### config.mk
export PLATFORM = sky130hd
export DESIGN_NAME = track_mixer_pan_gain_solo
export DESIGN_NICKNAME = d
export VERILOG_FILES = /design/src/tmpg_pkg.sv /design/src/track_mixer_pan_gain_solo.sv /design/src/tmpg_ctrl.sv /design/src/tmpg_datapath.sv
export SDC_FILE = /design/constraint.sdc
export NUM_CORES = 2
export LEC_CHECK = 0
export BUFFER_PORTS_ARGS = -buffer_cell sky130_fd_sc_hd__clkbuf_2
export CORE_MARGIN = 4
export CORE_UTILIZATION = 30
export CTS_CLUSTER_SIZE = 40
export DETAILED_ROUTE_END_ITERATION = 12
export GPL_TIMING_DRIVEN = 0
export PLACE_DENSITY = 0.44
export RECOVER_POWER = 50
export SKIP_CTS_REPAIR_TIMING = 1
export SKIP_LAST_GASP = 1
export SLEW_MARGIN = 30
export SYNTH_ARGS = -nofsm -noshare
export SYNTH_HDL_FRONTEND = slang
export SYNTH_SLANG_ARGS = --single-unit
### constraint.sdc
create_clock -name clk -period 8.75 [get_ports clk]
set_clock_uncertainty 0.05 [all_clocks]
set_input_delay 0 -clock clk [delete_from_list [all_inputs] [get_ports clk]]
set_output_delay 0 -clock clk [all_outputs]
set_load 0.05 [all_outputs]
### src/tmpg_pkg.sv
`timescale 1ns / 1ps

package tmpg_pkg;

    // Track count and field widths fixed by the register map
    localparam int MAX_TRACKS  = 4;
    localparam int MASK_W      = 4;
    localparam int GAIN_W      = 16;
    localparam int PAN_W       = 16;
    localparam int PGAIN_W     = 15;
    localparam int GP_W        = GAIN_W + PGAIN_W;
    localparam int ROUND_SHIFT = 26;
    localparam int CFG_IDX_W   = 3;
    localparam int CFG_DATA_W  = 64;

    // Configuration register indexes
    localparam logic [CFG_IDX_W-1:0] REG_MUTE   = 3'd0;
    localparam logic [CFG_IDX_W-1:0] REG_SOLO   = 3'd1;
    localparam logic [CFG_IDX_W-1:0] REG_MONO   = 3'd2;
    localparam logic [CFG_IDX_W-1:0] REG_STEREO = 3'd3;
    localparam logic [CFG_IDX_W-1:0] REG_GAIN   = 3'd4;
    localparam logic [CFG_IDX_W-1:0] REG_PAN    = 3'd5;

    localparam logic [MASK_W-1:0]     TRACK_BITS  = MASK_W'((1 << MAX_TRACKS) - 1);
    localparam logic [2:0]            TRACK_LIMIT = 3'(MAX_TRACKS);
    localparam logic signed [PAN_W-1:0] PAN_ONE     = 16'sd16384;
    localparam logic signed [PAN_W-1:0] PAN_NEG_ONE = -16'sd16384;
    localparam logic [CFG_DATA_W-1:0] GAIN_RESET  = 64'h1000_1000_1000_1000;

    typedef struct packed {
        logic load;
        logic gain;
        logic mult;
        logic acc;
        logic emit;
    } tmpg_cmd_t;

    typedef struct packed {
        logic last;
    } tmpg_status_t;

endpackage

### src/track_mixer_pan_gain_solo.sv
`timescale 1ns / 1ps

// Four-track mixer with linear pan, Q4.12 track gain, mute and solo. Each input
// transaction is one sample frame of one track; the frame's mix comes out,
// saturated to SAMPLE_BITS, on the transaction flagged last_track. A track
// steps through capture, gain times pan gain, sample times gain, then round and
// accumulate, and a last track then loads the output register, waiting first
// if the previous mix has not been taken yet. Input is
// accepted again while a finished mix is still waiting on out_ready.
// Configuration writes land at once and are meant to happen between frames.
module track_mixer_pan_gain_solo #(
    parameter int SAMPLE_BITS = 16
) (
    input  logic                            clk,
    input  logic                            rst_n,
    input  logic                            cfg_we,
    input  logic [tmpg_pkg::CFG_IDX_W-1:0]  cfg_index,
    input  logic [tmpg_pkg::CFG_DATA_W-1:0] cfg_data,
    input  logic                            in_valid,
    output logic                            in_ready,
    input  logic [1:0]                      track_number,
    input  logic signed [SAMPLE_BITS-1:0]   sample_left,
    input  logic signed [SAMPLE_BITS-1:0]   sample_right,
    input  logic                            track_present,
    input  logic                            last_track,
    output logic                            out_valid,
    input  logic                            out_ready,
    output logic signed [SAMPLE_BITS-1:0]   mix_left,
    output logic signed [SAMPLE_BITS-1:0]   mix_right,
    output logic                            clipped
);
    import tmpg_pkg::*;

    tmpg_cmd_t    cmd;
    tmpg_status_t status;

    tmpg_ctrl u_ctrl (
        .clk       (clk),
        .rst_n     (rst_n),
        .in_valid  (in_valid),
        .in_ready  (in_ready),
        .out_valid (out_valid),
        .out_ready (out_ready),
        .status    (status),
        .cmd       (cmd)
    );

    tmpg_datapath #(
        .SAMPLE_BITS (SAMPLE_BITS)
    ) u_datapath (
        .clk           (clk),
        .rst_n         (rst_n),
        .cfg_we        (cfg_we),
        .cfg_index     (cfg_index),
        .cfg_data      (cfg_data),
        .track_number  (track_number),
        .sample_left   (sample_left),
        .sample_right  (sample_right),
        .track_present (track_present),
        .last_track    (last_track),
        .cmd           (cmd),
        .status        (status),
        .mix_left      (mix_left),
        .mix_right     (mix_right),
        .clipped       (clipped)
    );

endmodule

### src/tmpg_ctrl.sv
`timescale 1ns / 1ps

module tmpg_ctrl (
    input  logic                   clk,
    input  logic                   rst_n,
    input  logic                   in_valid,
    output logic                   in_ready,
    output logic                   out_valid,
    input  logic                   out_ready,
    input  tmpg_pkg::tmpg_status_t status,
    output tmpg_pkg::tmpg_cmd_t    cmd
);
    import tmpg_pkg::*;

    typedef enum logic [4:0] {
        S_IDLE = 5'b00001,
        S_GAIN = 5'b00010,
        S_MULT = 5'b00100,
        S_ACC  = 5'b01000,
        S_EMIT = 5'b10000
    } state_t;

    state_t state_reg;
    state_t state_next;
    logic   out_valid_reg;
    logic   out_valid_next;

    always_comb
    begin
        state_next     = state_reg;
        cmd            = '0;
        out_valid_next = out_valid_reg & ~out_ready;
        case (state_reg)
            S_IDLE:
            begin
                if (in_valid)
                begin
                    cmd.load   = 1'b1;
                    state_next = S_GAIN;
                end
            end
            S_GAIN:
            begin
                cmd.gain   = 1'b1;
                state_next = S_MULT;
            end
            S_MULT:
            begin
                cmd.mult   = 1'b1;
                state_next = S_ACC;
            end
            S_ACC:
            begin
                cmd.acc    = 1'b1;
                state_next = status.last ? S_EMIT : S_IDLE;
            end
            S_EMIT:
            begin
                // hold until the output register is free or being drained
                if (!out_valid_reg || out_ready)
                begin
                    cmd.emit       = 1'b1;
                    out_valid_next = 1'b1;
                    state_next     = S_IDLE;
                end
            end
            default:
            begin
                state_next = S_IDLE;
            end
        endcase
    end

    always_ff @(posedge clk or negedge rst_n)
    begin
        if (!rst_n)
        begin
            state_reg     <= S_IDLE;
            out_valid_reg <= 1'b0;
        end
        else
        begin
            state_reg     <= state_next;
            out_valid_reg <= out_valid_next;
        end
    end

    assign in_ready  = (state_reg == S_IDLE);
    assign out_valid = out_valid_reg;

endmodule

### src/tmpg_datapath.sv
`timescale 1ns / 1ps

module tmpg_datapath #(
    parameter int SAMPLE_BITS = 16
) (
    input  logic                                clk,
    input  logic                                rst_n,
    input  logic                                cfg_we,
    input  logic [tmpg_pkg::CFG_IDX_W-1:0]      cfg_index,
    input  logic [tmpg_pkg::CFG_DATA_W-1:0]     cfg_data,
    input  logic [1:0]                          track_number,
    input  logic signed [SAMPLE_BITS-1:0]       sample_left,
    input  logic signed [SAMPLE_BITS-1:0]       sample_right,
    input  logic                                track_present,
    input  logic                                last_track,
    input  tmpg_pkg::tmpg_cmd_t                 cmd,
    output tmpg_pkg::tmpg_status_t              status,
    output logic signed [SAMPLE_BITS-1:0]       mix_left,
    output logic signed [SAMPLE_BITS-1:0]       mix_right,
    output logic                                clipped
);
    import tmpg_pkg::*;

    localparam int PROD_W = SAMPLE_BITS + GP_W + 1;
    localparam int ACC_W  = SAMPLE_BITS + 20;
    localparam logic signed [PROD_W-1:0] ROUND_HALF = PROD_W'(64'd1 << (ROUND_SHIFT - 1));
    localparam logic signed [ACC_W-1:0]  SAT_HI =
        {{(ACC_W - SAMPLE_BITS + 1){1'b0}}, {(SAMPLE_BITS - 1){1'b1}}};
    localparam logic signed [ACC_W-1:0]  SAT_LO = ~SAT_HI;

    // Configuration
    logic [MASK_W-1:0]     mute_mask_reg;
    logic [MASK_W-1:0]     solo_mask_reg;
    logic [MASK_W-1:0]     mono_mask_reg;
    logic                  mix_stereo_reg;
    logic [CFG_DATA_W-1:0] gain_word_reg;
    logic [CFG_DATA_W-1:0] pan_word_reg;

    // Captured transaction
    logic [1:0]                    track_reg;
    logic signed [SAMPLE_BITS-1:0] sl_reg;
    logic signed [SAMPLE_BITS-1:0] sr_reg;
    logic                          present_reg;
    logic                          last_reg;

    // Gain stage
    logic [GP_W-1:0]               gpl_reg;
    logic [GP_W-1:0]               gpr_reg;
    logic signed [SAMPLE_BITS-1:0] sr_sel_reg;
    logic                          en_left_reg;
    logic                          en_right_reg;

    // Product stage
    logic signed [PROD_W-1:0] prod_left_reg;
    logic signed [PROD_W-1:0] prod_right_reg;

    logic signed [ACC_W-1:0] acc_left_reg;
    logic signed [ACC_W-1:0] acc_left_next;
    logic signed [ACC_W-1:0] acc_right_reg;
    logic signed [ACC_W-1:0] acc_right_next;

    logic signed [SAMPLE_BITS-1:0] mix_left_reg;
    logic signed [SAMPLE_BITS-1:0] mix_right_reg;
    logic                          clipped_reg;

    // Gain stage logic
    logic                    in_range;
    logic                    solo_any;
    logic                    audible;
    logic                    mono_trk;
    logic [GAIN_W-1:0]       gain_sel;
    logic signed [PAN_W-1:0] pan_raw;
    logic signed [PAN_W-1:0] pan_c;
    logic signed [PAN_W-1:0] pl_full;
    logic signed [PAN_W-1:0] pr_full;
    logic [PGAIN_W-1:0]      pl_val;
    logic [PGAIN_W-1:0]      pr_val;

    // Product and accumulate logic
    logic signed [GP_W:0]     gpl_s;
    logic signed [GP_W:0]     gpr_s;
    logic signed [PROD_W-1:0] prod_left_next;
    logic signed [PROD_W-1:0] prod_right_next;
    logic signed [PROD_W-1:0] biased_left;
    logic signed [PROD_W-1:0] biased_right;
    logic signed [PROD_W-1:0] shifted_left;
    logic signed [PROD_W-1:0] shifted_right;

    logic                          clip_left;
    logic                          clip_right;
    logic signed [SAMPLE_BITS-1:0] sat_left;
    logic signed [SAMPLE_BITS-1:0] sat_right;

    always_ff @(posedge clk or negedge rst_n)
    begin
        if (!rst_n)
        begin
            mute_mask_reg  <= '0;
            solo_mask_reg  <= '0;
            mono_mask_reg  <= '0;
            mix_stereo_reg <= 1'b1;
            gain_word_reg  <= GAIN_RESET;
            pan_word_reg   <= '0;
        end
        else if (cfg_we)
        begin
            case (cfg_index)
                REG_MUTE:   mute_mask_reg  <= cfg_data[MASK_W-1:0];
                REG_SOLO:   solo_mask_reg  <= cfg_data[MASK_W-1:0];
                REG_MONO:   mono_mask_reg  <= cfg_data[MASK_W-1:0];
                REG_STEREO: mix_stereo_reg <= cfg_data[0];
                REG_GAIN:   gain_word_reg  <= cfg_data;
                REG_PAN:    pan_word_reg   <= cfg_data;
                default:    ;
            endcase
        end
    end

    always_comb
    begin
        in_range = ({1'b0, track_reg} < TRACK_LIMIT);
        solo_any = |(solo_mask_reg & TRACK_BITS);
        audible  = present_reg && in_range && !mute_mask_reg[track_reg] &&
                   (!solo_any || solo_mask_reg[track_reg]);
        mono_trk = mono_mask_reg[track_reg];
        gain_sel = gain_word_reg[{track_reg, 4'b0000} +: GAIN_W];
        pan_raw  = pan_word_reg[{track_reg, 4'b0000} +: PAN_W];

        if (pan_raw > PAN_ONE)
            pan_c = PAN_ONE;
        else if (pan_raw < PAN_NEG_ONE)
            pan_c = PAN_NEG_ONE;
        else
            pan_c = pan_raw;

        // linear law: near side stays at unity, far side falls to zero
        pl_full = (mix_stereo_reg && pan_c > 0) ? PAN_ONE - pan_c : PAN_ONE;
        pr_full = (mix_stereo_reg && pan_c < 0) ? PAN_ONE + pan_c : PAN_ONE;
        pl_val  = pl_full[PGAIN_W-1:0];
        pr_val  = pr_full[PGAIN_W-1:0];
    end

    always_comb
    begin
        gpl_s           = {1'b0, gpl_reg};
        gpr_s           = {1'b0, gpr_reg};
        prod_left_next  = PROD_W'(sl_reg) * PROD_W'(gpl_s);
        prod_right_next = PROD_W'(sr_sel_reg) * PROD_W'(gpr_s);

        // round half up, then drop the Q.41 fraction down to Q1.15
        biased_left   = prod_left_reg + ROUND_HALF;
        biased_right  = prod_right_reg + ROUND_HALF;
        shifted_left  = biased_left >>> ROUND_SHIFT;
        shifted_right = biased_right >>> ROUND_SHIFT;

        acc_left_next  = acc_left_reg;
        acc_right_next = acc_right_reg;
        if (cmd.emit)
        begin
            acc_left_next  = '0;
            acc_right_next = '0;
        end
        else if (cmd.acc)
        begin
            if (en_left_reg)
                acc_left_next = acc_left_reg + ACC_W'(shifted_left);
            if (en_right_reg)
                acc_right_next = acc_right_reg + ACC_W'(shifted_right);
        end
    end

    always_comb
    begin
        clip_left  = (acc_left_reg > SAT_HI) || (acc_left_reg < SAT_LO);
        clip_right = (acc_right_reg > SAT_HI) || (acc_right_reg < SAT_LO);

        if (acc_left_reg > SAT_HI)
            sat_left = SAT_HI[SAMPLE_BITS-1:0];
        else if (acc_left_reg < SAT_LO)
            sat_left = SAT_LO[SAMPLE_BITS-1:0];
        else
            sat_left = acc_left_reg[SAMPLE_BITS-1:0];

        if (acc_right_reg > SAT_HI)
            sat_right = SAT_HI[SAMPLE_BITS-1:0];
        else if (acc_right_reg < SAT_LO)
            sat_right = SAT_LO[SAMPLE_BITS-1:0];
        else
            sat_right = acc_right_reg[SAMPLE_BITS-1:0];
    end

    always_ff @(posedge clk)
    begin
        if (cmd.load)
        begin
            track_reg   <= track_number;
            sl_reg      <= sample_left;
            sr_reg      <= sample_right;
            present_reg <= track_present;
            last_reg    <= last_track;
        end
        if (cmd.gain)
        begin
            gpl_reg      <= GP_W'(gain_sel) * GP_W'(pl_val);
            gpr_reg      <= GP_W'(gain_sel) * GP_W'(pr_val);
            sr_sel_reg   <= mono_trk ? sl_reg : sr_reg;
            en_left_reg  <= audible;
            en_right_reg <= audible && mix_stereo_reg;
        end
        if (cmd.mult)
        begin
            prod_left_reg  <= prod_left_next;
            prod_right_reg <= prod_right_next;
        end
        if (cmd.emit)
        begin
            mix_left_reg  <= sat_left;
            mix_right_reg <= mix_stereo_reg ? sat_right : '0;
            clipped_reg   <= clip_left || (mix_stereo_reg && clip_right);
        end
    end

    always_ff @(posedge clk or negedge rst_n)
    begin
        if (!rst_n)
        begin
            acc_left_reg  <= '0;
            acc_right_reg <= '0;
        end
        else
        begin
            acc_left_reg  <= acc_left_next;
            acc_right_reg <= acc_right_next;
        end
    end

    assign status.last = last_reg;
    assign mix_left    = mix_left_reg;
    assign mix_right   = mix_right_reg;
    assign clipped     = clipped_reg;

endmodule

==> flow_metrics.tcl <==
set metrics [dict create \
    nNetsFinal 9057 \
    cp_slowest_stage_delay_ns 0.63 \
    rows 171 \
    ys_ff_latch 414 \
    via_per_inst 4.72 \
    root_buffer "clkbuf_16" \
    die_area_um2 226000 \
    io_pins 143 \
    antenna_left 0 \
    synth_common_cells "inv_1 (1259), fa_1 (1168), nand2_1 (1095)" \
    grt_overflow_total 0 \
    areaGrowthSynthToFinish_pct 13.8 \
    yosys.cell_count.top_type "inv_1" \
    initial_utilization_pct 30.2 \
    grt_pass1_wl_mm 318 \
    status "complete, but fails checks" \
    cp.arrival_ns 9.58 \
    cts_buffer_depth 3 \
    crit_required_ns 9.13 \
    maxCapViolations 6 \
    setup-violations-final 11 \
    drive_above_1_share_pct 9.26 \
    async_reset_ff_share_pct 52.9 \
    ys_seq_area_share_pct 17.3 \
    synth_top_cell_area_share_pct 35.7 \
    place_congestion 0.875 \
    violations "max-capacitance violations, max-slew violations, negative setup slack" \
    grt_start_max_net_pins 77 \
    drv_slew 239 \
    layout.cells.non_filler 10123 \
    design.core.area_um2 217000 \
    place_area_um2 70400 \
    final.min_clock_period_ns 9.20 \
    grtUsageTotal_pct 18.4 \
    die_h_um 475 \
    ys.flop_type "dfrtp_1" \
    hold_viol 0 \
    cp-end-kind "flip-flop" \
    max_slew_margin_pct -177 \
    min_path_type "input pin to flip-flop" \
    start_kind "flip-flop" \
    synth.area.top_cells "fa_1 (36%), ha_1 (11%), edfxtp_1 (8.9%), dfrtp_1 (8.1%), inv_1 (7.2%)" \
    max_freq_mhz 109 \
    synthCells 6805 \
    portBuffers 142 \
    clock-sinks 414 \
    vias 47735 \
    synth_cell_type_count 88 \
    criticalPathCategory "flip-flop to flip-flop" \
    yosys_warnings 0 \
    critPathSlowestCell "mux4_2" \
    die_x_um 475 \
    h-tree-depth 2 \
    drc 0 \
    r2r_setup_slack_ns -0.45 \
    antenna_found_initial 7 \
    worst-path-max-fanout 7 \
    grt_pass1_vias 50934 \
    synth-edff-count 195 \
    clk_latency_ns 0.68 \
    drtPass1Iterations 5 \
    cpMostUsedCell "fa_1" \
    period_share_pct 105 \
    synth_top_area_cell "fa_1" \
    synthesis.nets 8642 \
    hpwl_mm 171 \
    fill_cells 22325 \
    syn-cell-area_um2 65500 \
    finalInstanceArea_um2 74600 \
    cts_inserted_buffers 55 \
    dp_cells 9815 \
    cts_tree "built" \
    wirelength_mm 206 \
    avgSynthCellArea_um2 9.62 \
    clkTransAtPathRegs_ns 0.06 \
    drtIter0Drc 2601 \
    rsz0062_at_grt "yes" \
    wl_per_cell_um 20.4 \
    fin_ws_ns -0.450 \
    worstMarginPinSlew_ns 4.15 \
]
-- cell usage in the layout (no fill, tap or decap), types with 74 or more instances in the layout --
cell	synthesis	routed
o21ai_0	126	109
xor2_1	75	74
nand2_1	1095	1078
xnor2_1	135	133
nor2_1	292	281
ha_1	561	549
dlygate4sd3_1	0	145
fa_1	1168	1163
clkbuf_2	0	139
clkbuf_1	270	272
a21o_1	82	81
and2_1	354	350
dfrtp_1	213	213
mux2_2	173	173
inv_1	1259	1252
a21oi_1	158	152
edfxtp_1	195	195
-- layout make-up --
type	count	area (um^2)	share of cell area (%)
plain buffers	293	1360	1.83
inverters	1259	4730	6.34
multi-input cells	4830	48900	65.6
well taps	2854	3570	4.79
clock buffers	67	1470	1.98
diodes	4	10.0	0.0134
clock inverters	35	365	0.490
repair buffers	367	2790	3.74
flip-flops and latches	414	11300	15.2
-- per-layer routing --
metal | GRT usage [%] | vias to the layer above | wire (um)
met3 | 2.90 | 250 | 10600
li1 | - | 21963 | -
met1 | 25.3 | 24352 | 93100
met4 | 4.98 | 0 | 6540
met2 | 30.2 | 1170 | 96100
met5 | 0 | - | 0
-- kinds of logic (layout without fill, tap and decap cells) --
logic type | count (synthesis) | count (layout) | share of synthesized area (%)
AOI/OAI and AO/OA | 579 | 579 | 5.73
xor gates and xnor gates | 211 | 211 | 2.83
adders and majority gates | 1729 | 1729 | 46.4
buffers and inverters | 1561 | 2021 | 9.08
DFF | 414 | 414 | 17.3
muxes | 211 | 211 | 3.88
other | 0 | 4 | 0
and+or+nand+nor | 2100 | 2100 | 14.7
-- path summary, 6_finish.rpt --
| check | start | depth (start not counted) | end |
|---|---|---|---|
| min | in_valid | 3 | u_ctrl.state_reg[1] |
| max in group asynchronous | rst_n | 6 | u_datapath.acc_right_reg[4] |
| min in group asynchronous | rst_n | 3 | u_datapath.gain_word_reg[12] |
| max reg2reg | u_datapath.track_reg[0] | 38 | u_datapath.gpl_reg[30] |
| max | u_datapath.track_reg[0] | 38 | u_datapath.gpl_reg[30] |
| min reg2reg | u_datapath.pan_word_reg[35] | 1 | u_datapath.pan_word_reg[35] |
-- stage by stage --
step                utilization, %  hold WS, ns  worst slack [ns]  setup TNS, ns
floorplan                        -       -0.346            -0.154         -0.271
global placement              32.2        0.127             -2.27         -58.56
detailed placement            32.4      -0.0696             -1.63         -29.91
CTS                           33.2       -0.844             -1.64         -30.06
global route                  34.3       0.0259            -0.746         -20.14
finish                        34.3       0.0449            -0.450          -2.54
-- critical path, delay by kind of cell, from the launching register on --
| kind | cells | cell delay (ns) |
|---|---|---|
| mux | 1 | 0.63 |
| flops | 1 | 0.34 |
| compound gates | 6 | 1.14 |
| xor+xnor | 1 | 0.12 |
| buf+inv | 9 | 0.92 |
| fa+ha+maj | 8 | 3.50 |
| simple gates | 13 | 2.23 |
Power is left out: the tool's default activity adds up to more than one toggle a clock period on the data nets, which glitch-free logic cannot reach.
